===== src/vlpd_pkg.sv =====
`default_nettype none
// ----------------------------------------------------------------------------
// vlpd_pkg
// Shared types and constants of the varint length-prefixed deframer.
// ----------------------------------------------------------------------------
package vlpd_pkg;

    localparam int unsigned LEN_W  = 30;
    localparam int unsigned POS_W  = 32;
    localparam int unsigned BYTE_W = 8;

    typedef enum logic [1:0] {
        PH_FIRST   = 2'd0,
        PH_HEADER  = 2'd1,
        PH_PAYLOAD = 2'd2,
        PH_HALTED  = 2'd3
    } phase_t;

    localparam logic [1:0] KIND_LENGTH  = 2'd0;
    localparam logic [1:0] KIND_PAYLOAD = 2'd1;
    localparam logic [1:0] KIND_ERROR   = 2'd2;

    typedef struct packed {
        logic [1:0]       kind;
        logic [LEN_W-1:0] value;
        logic             frame_end;
    } result_t;

endpackage
`default_nettype wire


===== src/varint_length_prefixed_deframer_top.sv =====
// Path: input register, combinational decode, result register; a stalled result
// register holds a result-producing byte in the input register.
// Throughput: one byte per cycle while the result register is not stalled; the decode
// state update and buffer bound compare are combinational.
// Reset: asynchronous, active low; clears buffer_length to 0, returns the
// decoder to awaiting a first header byte and empties both registers.
`default_nettype none
// ----------------------------------------------------------------------------
// varint_length_prefixed_deframer_top
// Splits a bounded byte stream into 1/2/4-byte length-prefixed frames.
// ----------------------------------------------------------------------------
module varint_length_prefixed_deframer_top (
    input  wire logic                        clk,
    input  wire logic                        rst_n,
    input  wire logic                        cfg_we,
    input  wire logic [vlpd_pkg::POS_W-1:0]  cfg_wdata,
    input  wire logic                        in_valid,
    output logic                             in_stall,
    input  wire logic [vlpd_pkg::BYTE_W-1:0] in_byte,
    output logic                             out_valid,
    input  wire logic                        out_stall,
    output logic [1:0]                       out_kind,
    output logic [vlpd_pkg::LEN_W-1:0]       out_value,
    output logic                             frame_end
);
    import vlpd_pkg::*;

    logic              take;
    logic              byte_valid;
    logic [BYTE_W-1:0] byte_data;
    logic              res_valid;
    logic              res_ready;
    result_t           res;

    vlpd_in_stage u_in (
        .clk        (clk),
        .rst_n      (rst_n),
        .in_valid   (in_valid),
        .in_stall   (in_stall),
        .in_byte    (in_byte),
        .take       (take),
        .byte_valid (byte_valid),
        .byte_data  (byte_data)
    );

    vlpd_decode u_dec (
        .clk        (clk),
        .rst_n      (rst_n),
        .cfg_we     (cfg_we),
        .cfg_wdata  (cfg_wdata),
        .byte_valid (byte_valid),
        .byte_data  (byte_data),
        .res_ready  (res_ready),
        .take       (take),
        .res_valid  (res_valid),
        .res        (res)
    );

    vlpd_out_stage u_out (
        .clk       (clk),
        .rst_n     (rst_n),
        .res_valid (res_valid),
        .res       (res),
        .res_ready (res_ready),
        .out_valid (out_valid),
        .out_stall (out_stall),
        .out_kind  (out_kind),
        .out_value (out_value),
        .frame_end (frame_end)
    );

endmodule
`default_nettype wire


===== src/vlpd_in_stage.sv =====
`default_nettype none
// ----------------------------------------------------------------------------
// vlpd_in_stage
// Input register: holds one byte until the decoder takes it.
// ----------------------------------------------------------------------------
module vlpd_in_stage (
    input  wire logic                        clk,
    input  wire logic                        rst_n,
    input  wire logic                        in_valid,
    output logic                             in_stall,
    input  wire logic [vlpd_pkg::BYTE_W-1:0] in_byte,
    input  wire logic                        take,
    output logic                             byte_valid,
    output logic [vlpd_pkg::BYTE_W-1:0]      byte_data
);
    import vlpd_pkg::*;

    logic              valid_reg;
    logic              valid_next;
    logic [BYTE_W-1:0] byte_reg;
    logic              load;

    assign in_stall = valid_reg && !take;
    assign load     = in_valid && !in_stall;

    always_comb
    begin
        valid_next = valid_reg;
        if (load)
        begin
            valid_next = 1'b1;
        end
        else if (take)
        begin
            valid_next = 1'b0;
        end
    end

    always_ff @(posedge clk or negedge rst_n)
    begin
        if (!rst_n)
        begin
            valid_reg <= 1'b0;
        end
        else
        begin
            valid_reg <= valid_next;
        end
    end

    always_ff @(posedge clk)
    begin
        if (load)
        begin
            byte_reg <= in_byte;
        end
    end

    assign byte_valid = valid_reg;
    assign byte_data  = byte_reg;

endmodule
`default_nettype wire


===== src/vlpd_decode.sv =====
`default_nettype none
// ----------------------------------------------------------------------------
// vlpd_decode
// Frame state and per-byte decode: prefix assembly, payload count, bounds.
// ----------------------------------------------------------------------------
module vlpd_decode (
    input  wire logic                        clk,
    input  wire logic                        rst_n,
    input  wire logic                        cfg_we,
    input  wire logic [vlpd_pkg::POS_W-1:0]  cfg_wdata,
    input  wire logic                        byte_valid,
    input  wire logic [vlpd_pkg::BYTE_W-1:0] byte_data,
    input  wire logic                        res_ready,
    output logic                             take,
    output logic                             res_valid,
    output vlpd_pkg::result_t                res
);
    import vlpd_pkg::*;

    phase_t           phase_reg;
    phase_t           phase_next;
    logic [1:0]       hdr_left_reg;
    logic [1:0]       hdr_left_next;
    logic [LEN_W-1:0] len_acc_reg;
    logic [LEN_W-1:0] len_acc_next;
    logic [LEN_W-1:0] pay_left_reg;
    logic [LEN_W-1:0] pay_left_next;
    logic [POS_W-1:0] pos_reg;
    logic [POS_W-1:0] pos_next;
    logic [POS_W-1:0] buf_len_reg;

    logic [POS_W-1:0] pos_inc;
    logic [POS_W:0]   end_pos;
    logic             len_done;
    logic [LEN_W-1:0] len_val;
    logic [LEN_W-1:0] shifted;
    logic [1:0]       hdr_dec;
    logic [LEN_W-1:0] pay_dec;
    logic             has_res;
    result_t          res_c;

    assign pos_inc = pos_reg + POS_W'(1);
    assign shifted = {len_acc_reg[LEN_W-1-BYTE_W:0], byte_data};
    assign hdr_dec = hdr_left_reg - 2'd1;
    assign pay_dec = pay_left_reg - LEN_W'(1);
    // length plus bytes consumed must not pass the buffer end
    assign end_pos = {1'b0, pos_inc} + (POS_W+1)'(len_val);

    always_comb
    begin
        phase_next    = phase_reg;
        hdr_left_next = hdr_left_reg;
        len_acc_next  = len_acc_reg;
        pay_left_next = pay_left_reg;
        pos_next      = pos_reg;
        has_res       = 1'b0;
        res_c         = '0;
        len_done      = 1'b0;
        len_val       = LEN_W'(byte_data[6:0]);

        case (phase_reg)
            PH_FIRST:
            begin
                len_done = !byte_data[7];
                len_val  = LEN_W'(byte_data[6:0]);
            end
            PH_HEADER:
            begin
                len_done = (hdr_dec == 2'd0);
                len_val  = shifted;
            end
            PH_PAYLOAD:
            begin
                len_done = 1'b0;
                len_val  = shifted;
            end
            default:
            begin
                len_done = 1'b0;
                len_val  = shifted;
            end
        endcase

        if (phase_reg == PH_HALTED)
        begin
            has_res = 1'b0;
        end
        else if (pos_reg >= buf_len_reg)
        begin
            has_res         = 1'b1;
            res_c.kind      = KIND_ERROR;
            res_c.frame_end = 1'b1;
            phase_next      = PH_HALTED;
        end
        else
        begin
            pos_next = pos_inc;
            if (len_done)
            begin
                has_res = 1'b1;
                if (end_pos > {1'b0, buf_len_reg})
                begin
                    res_c.kind      = KIND_ERROR;
                    res_c.frame_end = 1'b1;
                    phase_next      = PH_HALTED;
                end
                else
                begin
                    hdr_left_next   = 2'd0;
                    len_acc_next    = len_val;
                    res_c.kind      = KIND_LENGTH;
                    res_c.value     = len_val;
                    res_c.frame_end = (len_val == '0);
                    pay_left_next   = len_val;
                    phase_next      = (len_val == '0) ? PH_FIRST : PH_PAYLOAD;
                end
            end
            else
            begin
                case (phase_reg)
                    PH_FIRST:
                    begin
                        len_acc_next  = LEN_W'(byte_data[5:0]);
                        hdr_left_next = byte_data[6] ? 2'd3 : 2'd1;
                        phase_next    = PH_HEADER;
                    end
                    PH_HEADER:
                    begin
                        len_acc_next  = shifted;
                        hdr_left_next = hdr_dec;
                    end
                    PH_PAYLOAD:
                    begin
                        has_res         = 1'b1;
                        pay_left_next   = pay_dec;
                        res_c.kind      = KIND_PAYLOAD;
                        res_c.value     = LEN_W'(byte_data);
                        res_c.frame_end = (pay_dec == '0);
                        if (pay_dec == '0)
                        begin
                            phase_next = PH_FIRST;
                        end
                    end
                    default:
                    begin
                        phase_next = phase_reg;
                    end
                endcase
            end
        end
    end

    assign take      = byte_valid && (res_ready || !has_res);
    assign res_valid = byte_valid && has_res;
    assign res       = res_c;

    always_ff @(posedge clk or negedge rst_n)
    begin
        if (!rst_n)
        begin
            phase_reg    <= PH_FIRST;
            hdr_left_reg <= 2'd0;
            len_acc_reg  <= '0;
            pay_left_reg <= '0;
            pos_reg      <= '0;
            buf_len_reg  <= '0;
        end
        else
        begin
            if (cfg_we)
            begin
                buf_len_reg <= cfg_wdata;
            end
            if (take)
            begin
                phase_reg    <= phase_next;
                hdr_left_reg <= hdr_left_next;
                len_acc_reg  <= len_acc_next;
                pay_left_reg <= pay_left_next;
                pos_reg      <= pos_next;
            end
        end
    end

    a_halted_silent: assert property (@(posedge clk) disable iff (!rst_n)
        (phase_reg == PH_HALTED) |-> !res_valid)
        else $error("result produced while halted");

    a_error_halts: assert property (@(posedge clk) disable iff (!rst_n)
        (take && res_valid && res.kind == KIND_ERROR) |=> (phase_reg == PH_HALTED))
        else $error("error result did not halt decoder");

    a_payload_nonzero: assert property (@(posedge clk) disable iff (!rst_n)
        (phase_reg == PH_PAYLOAD) |-> (pay_left_reg != '0))
        else $error("payload phase with zero bytes left");

    a_header_nonzero: assert property (@(posedge clk) disable iff (!rst_n)
        (phase_reg == PH_HEADER) |-> (hdr_left_reg != 2'd0))
        else $error("header phase with zero bytes left");

endmodule
`default_nettype wire


===== src/vlpd_out_stage.sv =====
`default_nettype none
// ----------------------------------------------------------------------------
// vlpd_out_stage
// Result register: holds one result until the consumer takes it.
// ----------------------------------------------------------------------------
module vlpd_out_stage (
    input  wire logic                       clk,
    input  wire logic                       rst_n,
    input  wire logic                       res_valid,
    input  wire vlpd_pkg::result_t          res,
    output logic                            res_ready,
    output logic                            out_valid,
    input  wire logic                       out_stall,
    output logic [1:0]                      out_kind,
    output logic [vlpd_pkg::LEN_W-1:0]      out_value,
    output logic                            frame_end
);
    import vlpd_pkg::*;

    logic    valid_reg;
    logic    valid_next;
    result_t res_reg;
    logic    load;

    assign res_ready = !valid_reg || !out_stall;
    assign load      = res_valid && res_ready;

    always_comb
    begin
        valid_next = valid_reg;
        if (load)
        begin
            valid_next = 1'b1;
        end
        else if (!out_stall)
        begin
            valid_next = 1'b0;
        end
    end

    always_ff @(posedge clk or negedge rst_n)
    begin
        if (!rst_n)
        begin
            valid_reg <= 1'b0;
        end
        else
        begin
            valid_reg <= valid_next;
        end
    end

    always_ff @(posedge clk)
    begin
        if (load)
        begin
            res_reg <= res;
        end
    end

    assign out_valid = valid_reg;
    assign out_kind  = res_reg.kind;
    assign out_value = res_reg.value;
    assign frame_end = res_reg.frame_end;

endmodule
`default_nettype wire

===== config.mk =====
export PLATFORM = sky130hd
export DESIGN_NAME = varint_length_prefixed_deframer_top
export DESIGN_NICKNAME = d
export VERILOG_FILES = /design/src/vlpd_pkg.sv /design/src/varint_length_prefixed_deframer_top.sv /design/src/vlpd_in_stage.sv /design/src/vlpd_decode.sv /design/src/vlpd_out_stage.sv
export SDC_FILE = /design/constraint.sdc
export NUM_CORES = 1
export LEC_CHECK = 0
export BUFFER_PORTS_ARGS = -buffer_cell sky130_fd_sc_hd__buf_2
export CELL_PAD_IN_SITES_DETAIL_PLACEMENT = 0
export CELL_PAD_IN_SITES_GLOBAL_PLACEMENT = 1
export CORE_ASPECT_RATIO = 1.25
export CORE_UTILIZATION = 35
export DETAILED_ROUTE_END_ITERATION = 10
export PLACE_DENSITY = 0.69
export SYNTH_ARGS = -nofsm -noshare
export SYNTH_HDL_FRONTEND = slang
export SYNTH_SLANG_ARGS = --single-unit

===== constraint.sdc =====
create_clock -name clk -period 5.4 [get_ports clk]
set_input_delay 0.54 -clock clk [delete_from_list [all_inputs] [get_ports clk]]
set_output_delay 0.54 -clock clk [all_outputs]
set_load 0.05 [all_outputs]

==> reports/metrics.cfg, run 1 <==
[flow_run]
maxCapViolCount = 0

[drt]
drt_wl_total_mm = 35.7
drt_iter0_drc = 644
ant_nets = 0
wl_per_cell_um = 18.9
topRoutingLayerUsed = met4
drt-vias-per-instance = 5.44
wl_met1_mm = 15.4
first_pass_iters = 5
wl_met3_mm = 1.17
drc = 0
dr_total_vias = 10200
wl_met2_mm = 17.7

[layout]
diodes = 0
finish.utilization_pct = 45.7
drive_gt1_share_pct = 27.0
mostFrequentLayoutCell = buf_4
nNetsFinal = 1605
final_cell_mix = buf_4, dfrtp_1, nand2_1, ha_1, buf_2
fillers = 3083
area_delta_synth_final_pct = 28.5

[min_path]
min_path_type = in -> async

[grt]
track_usage_pct = 22.3
grt_max_degree = 67
grt_pass1_wl_mm = 56.5
antenna_found_initial = 0
grt_pass1_vias = 10200
grt-ovfl-total = 0

[yosys]
async_reset_ff_share_pct = 74.8
synth_fp_nets = 1375
synth.avg_cell_area_sq_um = 9.22
synth_area_sq_mm = 0.0113
synth_ff_type = dfrtp_1
synth-xor-area-share_pct = 6.94
yosys_warnings = 0
yosysSeqAreaShare_pct = 37.8
muxShareOfSynthArea_pct = 1.32
synth-simple-area-share_pct = 18.8
yosys_register_bits = 163
synth-edff-count = 41
synth_compound_gate_area_share_pct = 19.6
synth_cell_types = 86
synthAdderAreaFrac_pct = 11.1
synthCells = 1230
synth_top_family_by_area = compound AO/OA/AOI/OAI gates

[setup_path]
reg2reg_slack_ps = -4
cp_max_fo = 5
cp-start-kind = flop
worstPathRequired_ps = 5730
ff2ff_path_depth = 25
timing.rr.end = u_dec.pay_left_reg[15]
criticalPathCategory = reg -> reg
end_kind = flop
regToRegStartpoint = u_dec.pos_reg[1]
cp.arrival_ps = 5730

[power]
power.density_mw_per_mm2 = 285
power_mw = 4.15
vdd_drop_max_mv = 0.188
leakagePower_nw = 6.87

[floorplanning]
die_w_um = 163
boundaryPins = 80
start_util_pct = 35.6
dieArea_sq_mm = 0.0331
num_rows = 73
die_h_um = 203
design.core.area_sq_mm = 0.0319

[sta]
fin_crit_ps = 5400
final_max_slew_viol_count = 0
slew_headroom_pct = 29.5
finClkSkew_ps = 10.9
fmax_mhz = 185
setup_violations = 3
worst_pin_slew_ps = 1050
setup_slack_ps = -4.01
finalHoldViolCount = 0
fin_crit_sh_pct = 100
rsz0062_at_grt = true

[clocking]
ctsHoldBuffers = 0
cts_tree = yes
htree_levels = 4
clk_latency_ps = 440
clk_pin_slew_ps = 70
clockBufferDepth = 2
clock-root-buffer = clkbuf_16
numCtsBuffers = 17
clock-sinks = 163

[placed_design]
port_buffers = 79
dp_hpwl_mm = 27.3
preCtsSetupSlack_ps = -525
gp_congestion = 0.940

[outcome]
status = finished with violations
violations = setup timing

==> routing by layer <==
| metal | track usage (%) | vias to the layer above |
|---|---|---|
| met1 | 27.8 | 4948 |
| met4 | 8.81 | 0 |
| li1 | - | 4984 |
| met3 | 3.21 | 70 |
| met2 | 38.3 | 244 |
| met5 | 0 | - |
==> critical path, stage by stage, from the launching register on <==
cell and delay (ps):
dfrtp_1 370, and3_4 220, nand3_2 80, nor2_2 110, nand4_1 160, nor2_4 150, nand4_1 210, xnor2_2 280
ha_4 260, buf_6 120, a211oi_4 230, o21ai_2 90, a211o_1 350, o21ai_2 200, o21ai_2 100, a21oi_2 220
xnor2_2 110, ha_1 320, nand4_1 140, nor4_4 290, a21boi_2 240, o21a_4 200, a211oi_4 50, buf_6 150
o21ai_4 270, mux2_1 350
==> how the worst max path moves through the flow <==
stage | end | depth (start not counted) | from
after global placement | u_dec.len_acc_reg[17] | 26 | u_dec.pos_reg[2]
final | u_dec.pay_left_reg[15] | 25 | u_dec.pos_reg[1]
after detailed placement | u_dec.len_acc_reg[19] | 26 | u_dec.pos_reg[1]
after floorplan | u_dec.len_acc_reg[0] | 25 | u_dec.pos_reg[1]
after global routing | u_dec.pay_left_reg[15] | 25 | u_dec.pos_reg[0]
after CTS | u_dec.pay_left_reg[17] | 30 | u_dec.pos_reg[1]
==> what timing repair did <==
| item | in CTS | in global routing |
|---|---|---|
| resized for setup | 48 | 57 |
| hold endpoints to repair | 0 | 0 |
| buffers inserted | 13 | 7 |
| pin swaps | 20 | 50 |
| endpoints found under the setup margin | 88 | 88 |
| cloned | 2 | 2 |
==> cells in the mapped netlist (5+ instances only) <==
| cell type | number | area, sq um |
|---|---|---|
| a32oi_1 | 7 | 61.3 |
| and4_1 | 5 | 43.8 |
| nor3_1 | 33 | 165 |
| a31oi_1 | 8 | 50.1 |
| o221ai_1 | 12 | 105 |
| dfrtp_1 | 122 | 3050 |
| nand2b_1 | 8 | 50.1 |
| a21o_1 | 22 | 165 |
| o2bb2ai_1 | 25 | 219 |
| edfxtp_1 | 41 | 1230 |
| mux2_4 | 5 | 75.1 |
| o21ai_0 | 69 | 345 |
| a211oi_1 | 11 | 82.6 |
| xor2_1 | 32 | 280 |
| or3_1 | 5 | 31.3 |
| nor4_1 | 22 | 138 |
| a22oi_1 | 7 | 52.6 |
| nand3_1 | 21 | 105 |
| clkbuf_1 | 44 | 165 |
| nand2_1 | 117 | 439 |
| xnor2_1 | 56 | 490 |
| and2_1 | 30 | 188 |
| inv_1 | 65 | 244 |
| a21oi_1 | 77 | 385 |
| a22o_1 | 17 | 149 |
| nand4_1 | 25 | 156 |
| buf_6 | 5 | 56.3 |
| and3_1 | 35 | 219 |
| nor2_1 | 83 | 312 |
| o21ai_1 | 16 | 80.1 |
| o211ai_1 | 10 | 75.1 |
| ha_1 | 99 | 1240 |
| o21a_1 | 8 | 60.1 |
==> final cells by class <==
cell class / instances / area [sq um] / share of cell area, %
sequential: 163 / 4280 / 29.4
inverter: 65 / 244 / 1.67
clock buffer: 19 / 443 / 3.04
tap: 412 / 515 / 3.54
clock inverter: 13 / 171 / 1.18
timing repair buffer: 266 / 1930 / 13.2
multi-input combinational: 947 / 6980 / 47.9
==> where the power goes <==
group	internal (mW)	switching [mW]	total, mW	leakage, nW
Clock	0.750	0.545	1.30	0.299
Combinational	0.565	0.732	1.30	4.61
Sequential	1.40	0.161	1.56	1.96
==> cells by family (layout without fill, tap and decap cells) <==
family / Yosys count / in the layout
simple gates: 416 / 416
mux: 12 / 12
fa+ha+maj: 100 / 100
xor+xnor: 89 / 89
flops: 163 / 163
buf+inv: 121 / 363
compound gates: 329 / 330
==> through the flow <==
stage               hold slack (ps)  std cells  cell area, sq um  setup TNS [ps]
floorplan                       244       1230             11400               0
global placement                481       1832             13300          -25610
detailed placement              485       1832             13300          -37020
CTS                            4.19       1878             14200           -60.0
global route                   11.3       1885             14600          -17600
finish                        0.254       1885             14600           -7.71
Note: power is estimated with default switching activity, not from simulation.
==> run 2, diff against run 1 <==
Settings changed: MAX_ROUTING_LAYER set to met4, PLACE_DENSITY 0.69 to 0.71.
==> run 2 against run 1 <==
Against the previous run:
- the run still ends with setup timing left
- global-route usage increased by 1.0 points
- clock skew up 4.8 ps
- flip-flop and latch count is the same
- design area rose by 4.7%
- sequential share of layout area decreased by 1.3 points
- die area did not move
- maximum frequency down 4.0%
- utilization grew 2.2 points
- critical endpoint is now u_dec.pay_left_reg[1]
==> reports/metrics.cfg, run 2 (synthesized netlist as in run 1, its figures left out) <==
[power]
power.density_mw_per_mm2 = 266
swShare_pct = 35.6
clockPowerShare_pct = 27.5
vdd_drop_max_mv = 0.168
switching_power_mw = 1.45
power_frac_comb_pct = 33.7
pwr-share-seq_pct = 38.8
internal_power_mw = 2.61
leakagePower_nw = 7.08

[drt]
drc = 0
first_pass_iters = 5
drt_wl_total_mm = 37.3
drt_iter0_drc = 746
drt-vias-per-instance = 5.48
dr_total_vias = 10600
ant_nets = 0
wl_per_cell_um = 19.2

[layout]
drive_gt1_share_pct = 32.0
nNetsFinal = 1663
diodes = 0
fillers = 2998
mostFrequentLayoutCell = buf_4
final_cell_mix = buf_4, dfrtp_1, nand2_1, ha_1, buf_2
finish.utilization_pct = 47.9
area_delta_synth_final_pct = 34.5

[grt]
grt-ovfl-total = 0
grt_max_degree = 78
track_usage_pct = 23.3
grt_pass1_vias = 10300
antenna_found_initial = 0
grt_pass1_wl_mm = 57.1

[min_path]
min_path_type = in -> async

[clocking]
cts_tree = yes
numCtsBuffers = 17
clock-sinks = 163
htree_levels = 4
clock-root-buffer = clkbuf_16
clk_pin_slew_ps = 60
clockBufferDepth = 2
clk_latency_ps = 460
ctsHoldBuffers = 0

[sta]
fin_crit_ps = 5630
finClkSkew_ps = 15.7
rsz0062_at_grt = true
setup_tns_ps = -8330
fmax_mhz = 178
fin_crit_sh_pct = 104
worst_pin_slew_ps = 1030
setup_violations = 74
slew_headroom_pct = 31.1
setup_slack_ps = -232
holdWs_ps = 254
finalHoldViolCount = 0
final_max_slew_viol_count = 0

[outcome]
violations = setup timing
status = finished with violations

[setup_path]
crit_path_frequent_cell = buf_4
cp_max_fo = 8
cp-start-kind = flop
worstPathRequired_ps = 5740
end_kind = flop
worst_path_largest_cell_delay_ps = 430
criticalPathCategory = reg -> reg
slowest_stage = dfrtp_1
cp.arrival_ps = 5970

[placed_design]
preCtsSetupSlack_ps = -717
port_buffers = 79
dp_hpwl_mm = 27.5
gp_congestion = 0.967

[floorplanning]
num_rows = 73
die_h_um = 203
design.core.area_sq_mm = 0.0319
dieArea_sq_mm = 0.0331
boundaryPins = 80
start_util_pct = 35.6
die_w_um = 163

[flow_run]
maxCapViolCount = 0

## run 2: changes by cell type in the layout (fill, tap and decap cells not counted), moves of 4 or more
cell,delta
buf_4,+48
clkbuf_1,+5
buf_6,+4
and3_1,-19
o2bb2ai_2,+21
and3_4,+19
o2bb2ai_1,-22
buf_8,+4
## run 2: final timing paths
check | startpoint | to | slack (ps) | depth (start not counted)
setup / recovery | u_dec.pos_reg[0] | u_dec.pay_left_reg[1] | -230 | 28
hold / removal | rst_n | u_dec.pay_left_reg[6] | 250 | 1
setup reg to reg | u_dec.pos_reg[0] | u_dec.pay_left_reg[1] | -230 | 28
hold reg to reg | u_dec.len_acc_reg[21] | u_dec.len_acc_reg[21] | 500 | 1
max in group asynchronous | rst_n | u_dec.pos_reg[29] | 3890 | 2
min in group clk | in_byte[0] | u_in.byte_data[0] | 250 | 1
## run 2: power by group through the flow
| stage | Combinational (mW) | Clock [mW] | Sequential, mW |
|---|---|---|---|
| final | 1.37 | 1.12 | 1.58 |
| after global routing | 1.52 | 1.18 | 1.59 |
| after CTS | 1.28 | 1.14 | 1.55 |
| after detailed placement | 1.24 | 0 | 1.57 |
| after global placement | 1.21 | 0 | 1.57 |
| after floorplan | 0.778 | 0 | 1.57 |
## run 2: worst max-delay path, delay by kind of cell (launching register included)
kind	cells	cell delay, ps
xor gates and xnor gates	1	160
and+or+nand+nor	7	1090
adders and majority gates	2	590
AOI/OAI and AO/OA	10	1900
buffers and inverters	7	1050
DFF	1	430
muxes	1	290
## run 2: per-stage QoR
stage	total power, mW	area (sq um)	instances
floorplan	2.34	11400	1230
global placement	2.78	13400	1850
detailed placement	2.81	13400	1850
CTS	3.96	14500	1924
global route	4.29	15300	1943
finish	4.06	15300	1943
## run 2: final cells by class
class	count	area [sq um]	share of cell area, %
inverter	65	244	1.60
clock inverter	8	58.8	0.385
tap	412	515	3.38
clock buffer	24	462	3.03
multi-input combinational	946	7210	47.3
sequential	163	4280	28.1
timing repair buffer	325	2480	16.3
## run 2: what timing repair did
action,CTS,global route
gates cloned,0,6
setup buffers,42,13
endpoints found under the setup margin,88,89
pin swaps,29,48
gates resized for setup,60,100
## run 2: routing by layer
layer | wire length [um] | global-route usage, % | vias up
li1 | - | - | 5102
met1 | 15700 | 27.7 | 5170
met2 | 18900 | 38.9 | 287
met3 | 1230 | 2.60 | 83
met4 | 1490 | 11.7 | 0
met5 | 0 | - | -
==> run 3, diff against run 2 <==
Settings changed: CTS_CLUSTER_SIZE set to 8, SETUP_SLACK_MARGIN set to 0.02.
==> run 3 against run 2 <==
Against the previous run:
- the flow still finishes with violations (setup timing)
- clock skew is essentially flat
- clock power grew 13%
- register-to-register slack gained 30 ps
- global-route usage shrank 0.12 points
- die area is the same
- highest routed layer unchanged
==> reports/metrics.cfg, run 3 (synthesized netlist as in run 1, its figures left out) <==
[drt]
wl_met3_mm = 1.40
ant_nets = 0
drt_iter0_drc = 541
wl_per_cell_um = 19.1
drt-vias-per-instance = 5.41
wl_met1_mm = 15.3
first_pass_iters = 5
topRoutingLayerUsed = met4
wl_met2_mm = 18.7
dr_total_vias = 10400
drc = 0
drt_wl_total_mm = 36.7

[sta]
finalHoldViolCount = 0
setup_tns_ps = -8600
setup_violations = 81
fmax_mhz = 178
final_max_slew_viol_count = 0
rsz0062_at_grt = true
finClkSkew_ps = 15.4
worst_pin_slew_ps = 1110
setup_slack_ps = -203
fin_crit_ps = 5600
slew_headroom_pct = 25.7
fin_crit_sh_pct = 104

[setup_path]
slowest_stage = or4_4
path_cells = nand2_2, or4_4, nor3_4, nand4_1, buf_4, xnor2_2, ha_1, and3_4, and3_4, or3b_4, o22ai_2, or3_4, xor2_2, ha_1, a22o_1, nor4_2, o31ai_2, o21a_4, a211oi_4, buf_6, buf_12, o21a_4, and2_4
worstPathRequired_ps = 5720
criticalPathCategory = reg -> reg
cp_max_fo = 6
cp-start-kind = flop
end_kind = flop
cp.arrival_ps = 5920
worst_path_largest_cell_delay_ps = 610

[layout]
diodes = 0
mostFrequentLayoutCell = buf_4
final_area_sq_mm = 0.0151
stdcell_count = 1920
multi_input_comb_area_sq_mm = 0.00723
finish.utilization_pct = 47.5
drive_gt1_share_pct = 31.2
final_cell_mix = buf_4, dfrtp_1, nand2_1, ha_1, buf_2
regArea_sq_mm = 0.00428
area_delta_synth_final_pct = 33.6
fillers = 3041
nNetsFinal = 1641

[placed_design]
dp_hpwl_mm = 27.3
port_buffers = 79
preCtsSetupSlack_ps = -564
placed_cells = 1846
place_area_sq_mm = 0.0135
gp_congestion = 0.894

[floorplanning]
die_h_um = 203
dieArea_sq_mm = 0.0331
die_w_um = 163
num_rows = 73
boundaryPins = 80
design.core.area_sq_mm = 0.0319
start_util_pct = 35.6

[flow_run]
maxCapViolCount = 0

[clocking]
ctsHoldBuffers = 0
cts_tree = yes
htree_levels = 4
clock-sinks = 163
numCtsBuffers = 17
clk_latency_ps = 450
clk_pin_slew_ps = 70
clockBufferDepth = 2
clock-root-buffer = clkbuf_16

[grt]
antenna_found_initial = 0
track_usage_pct = 23.2
grt_max_degree = 65
grt_pass1_vias = 10300
grt_pass1_wl_mm = 57.1
grt-ovfl-total = 0

[outcome]
violations = setup timing
status = finished with violations

[power]
power.density_mw_per_mm2 = 274
leakagePower_nw = 7.10
vdd_drop_max_mv = 0.156

[min_path]
min_path_type = in -> async

run 3: cell types whose count changed in the layout (fill, tap and decap cells not counted), moves of 6 or more:
cell | previous run | this run
and3_1 | 11 | 22
clkbuf_1 | 6 | 0
o21ai_2 | 7 | 16
o2bb2ai_1 | 3 | 21
o2bb2ai_2 | 21 | 4
o21ai_1 | 17 | 8
and3_4 | 24 | 13
buf_4 | 220 | 202
run 3: what timing repair did:
| action | 4_1_cts | 5_1_grt |
|---|---|---|
| cloned | 3 | 3 |
| buffers inserted | 18 | 22 |
| endpoints found under the setup margin | 88 | 88 |
| gates resized for setup | 63 | 87 |
| pin swaps | 51 | 59 |
run 3: where the power goes:
part           total, mW  switching [mW]  internal, mW
logic               1.34           0.732         0.603
clock network       1.26           0.557         0.699
registers           1.57           0.171          1.40
total               4.16            1.46          2.70
run 3: final cells by class:
| cell class | instances | share of cell area, % |
|---|---|---|
| Clock buffer | 18 | 2.90 |
| Clock inverter | 13 | 0.966 |
| Inverter | 65 | 1.61 |
| Multi-Input combinational cell | 947 | 47.7 |
| Sequential cell | 163 | 28.3 |
| Tap cell | 412 | 3.40 |
| Timing Repair Buffer | 302 | 15.1 |
run 3: path summary, 6_finish.rpt:
path                       cells past startpoint  slack, ps                   from                endpoint
max in group asynchronous                      2       4190                  rst_n       u_dec.pos_reg[28]
max reg2reg                                   23       -200      u_dec.pos_reg[11]      u_out.out_value[3]
min in group clk                               1        270             in_byte[0]       u_in.byte_data[0]
max                                           23       -200      u_dec.pos_reg[11]      u_out.out_value[3]
min reg2reg                                    1        510  u_dec.len_acc_reg[21]   u_dec.len_acc_reg[21]
min                                            1         20                  rst_n  u_dec.pay_left_reg[13]
run 3: critical path: cells and delay by family, from the launching register on:
kind	cells	cell delay, ps
AND/OR/NAND/NOR	10	2550
AO/OA/AOI/OAI	6	1070
adder cells (fa/ha/maj)	2	630
buffers and inverters	3	550
flip-flops	1	370
XOR/XNOR	2	290
run 3: through the flow:
stage	total power, mW	hold WS [ps]
floorplan	2.34	244
global placement	2.80	482
detailed placement	2.83	493
CTS	4.12	28.2
global route	4.40	33.8
finish	4.16	24.5
run 3: metal layers:
metal	vias to the layer above	global-route usage, %
met1	5016	27.5
met4	0	8.68
met2	242	39.8
met5	-	-
met3	78	3.05
li1	5054	-
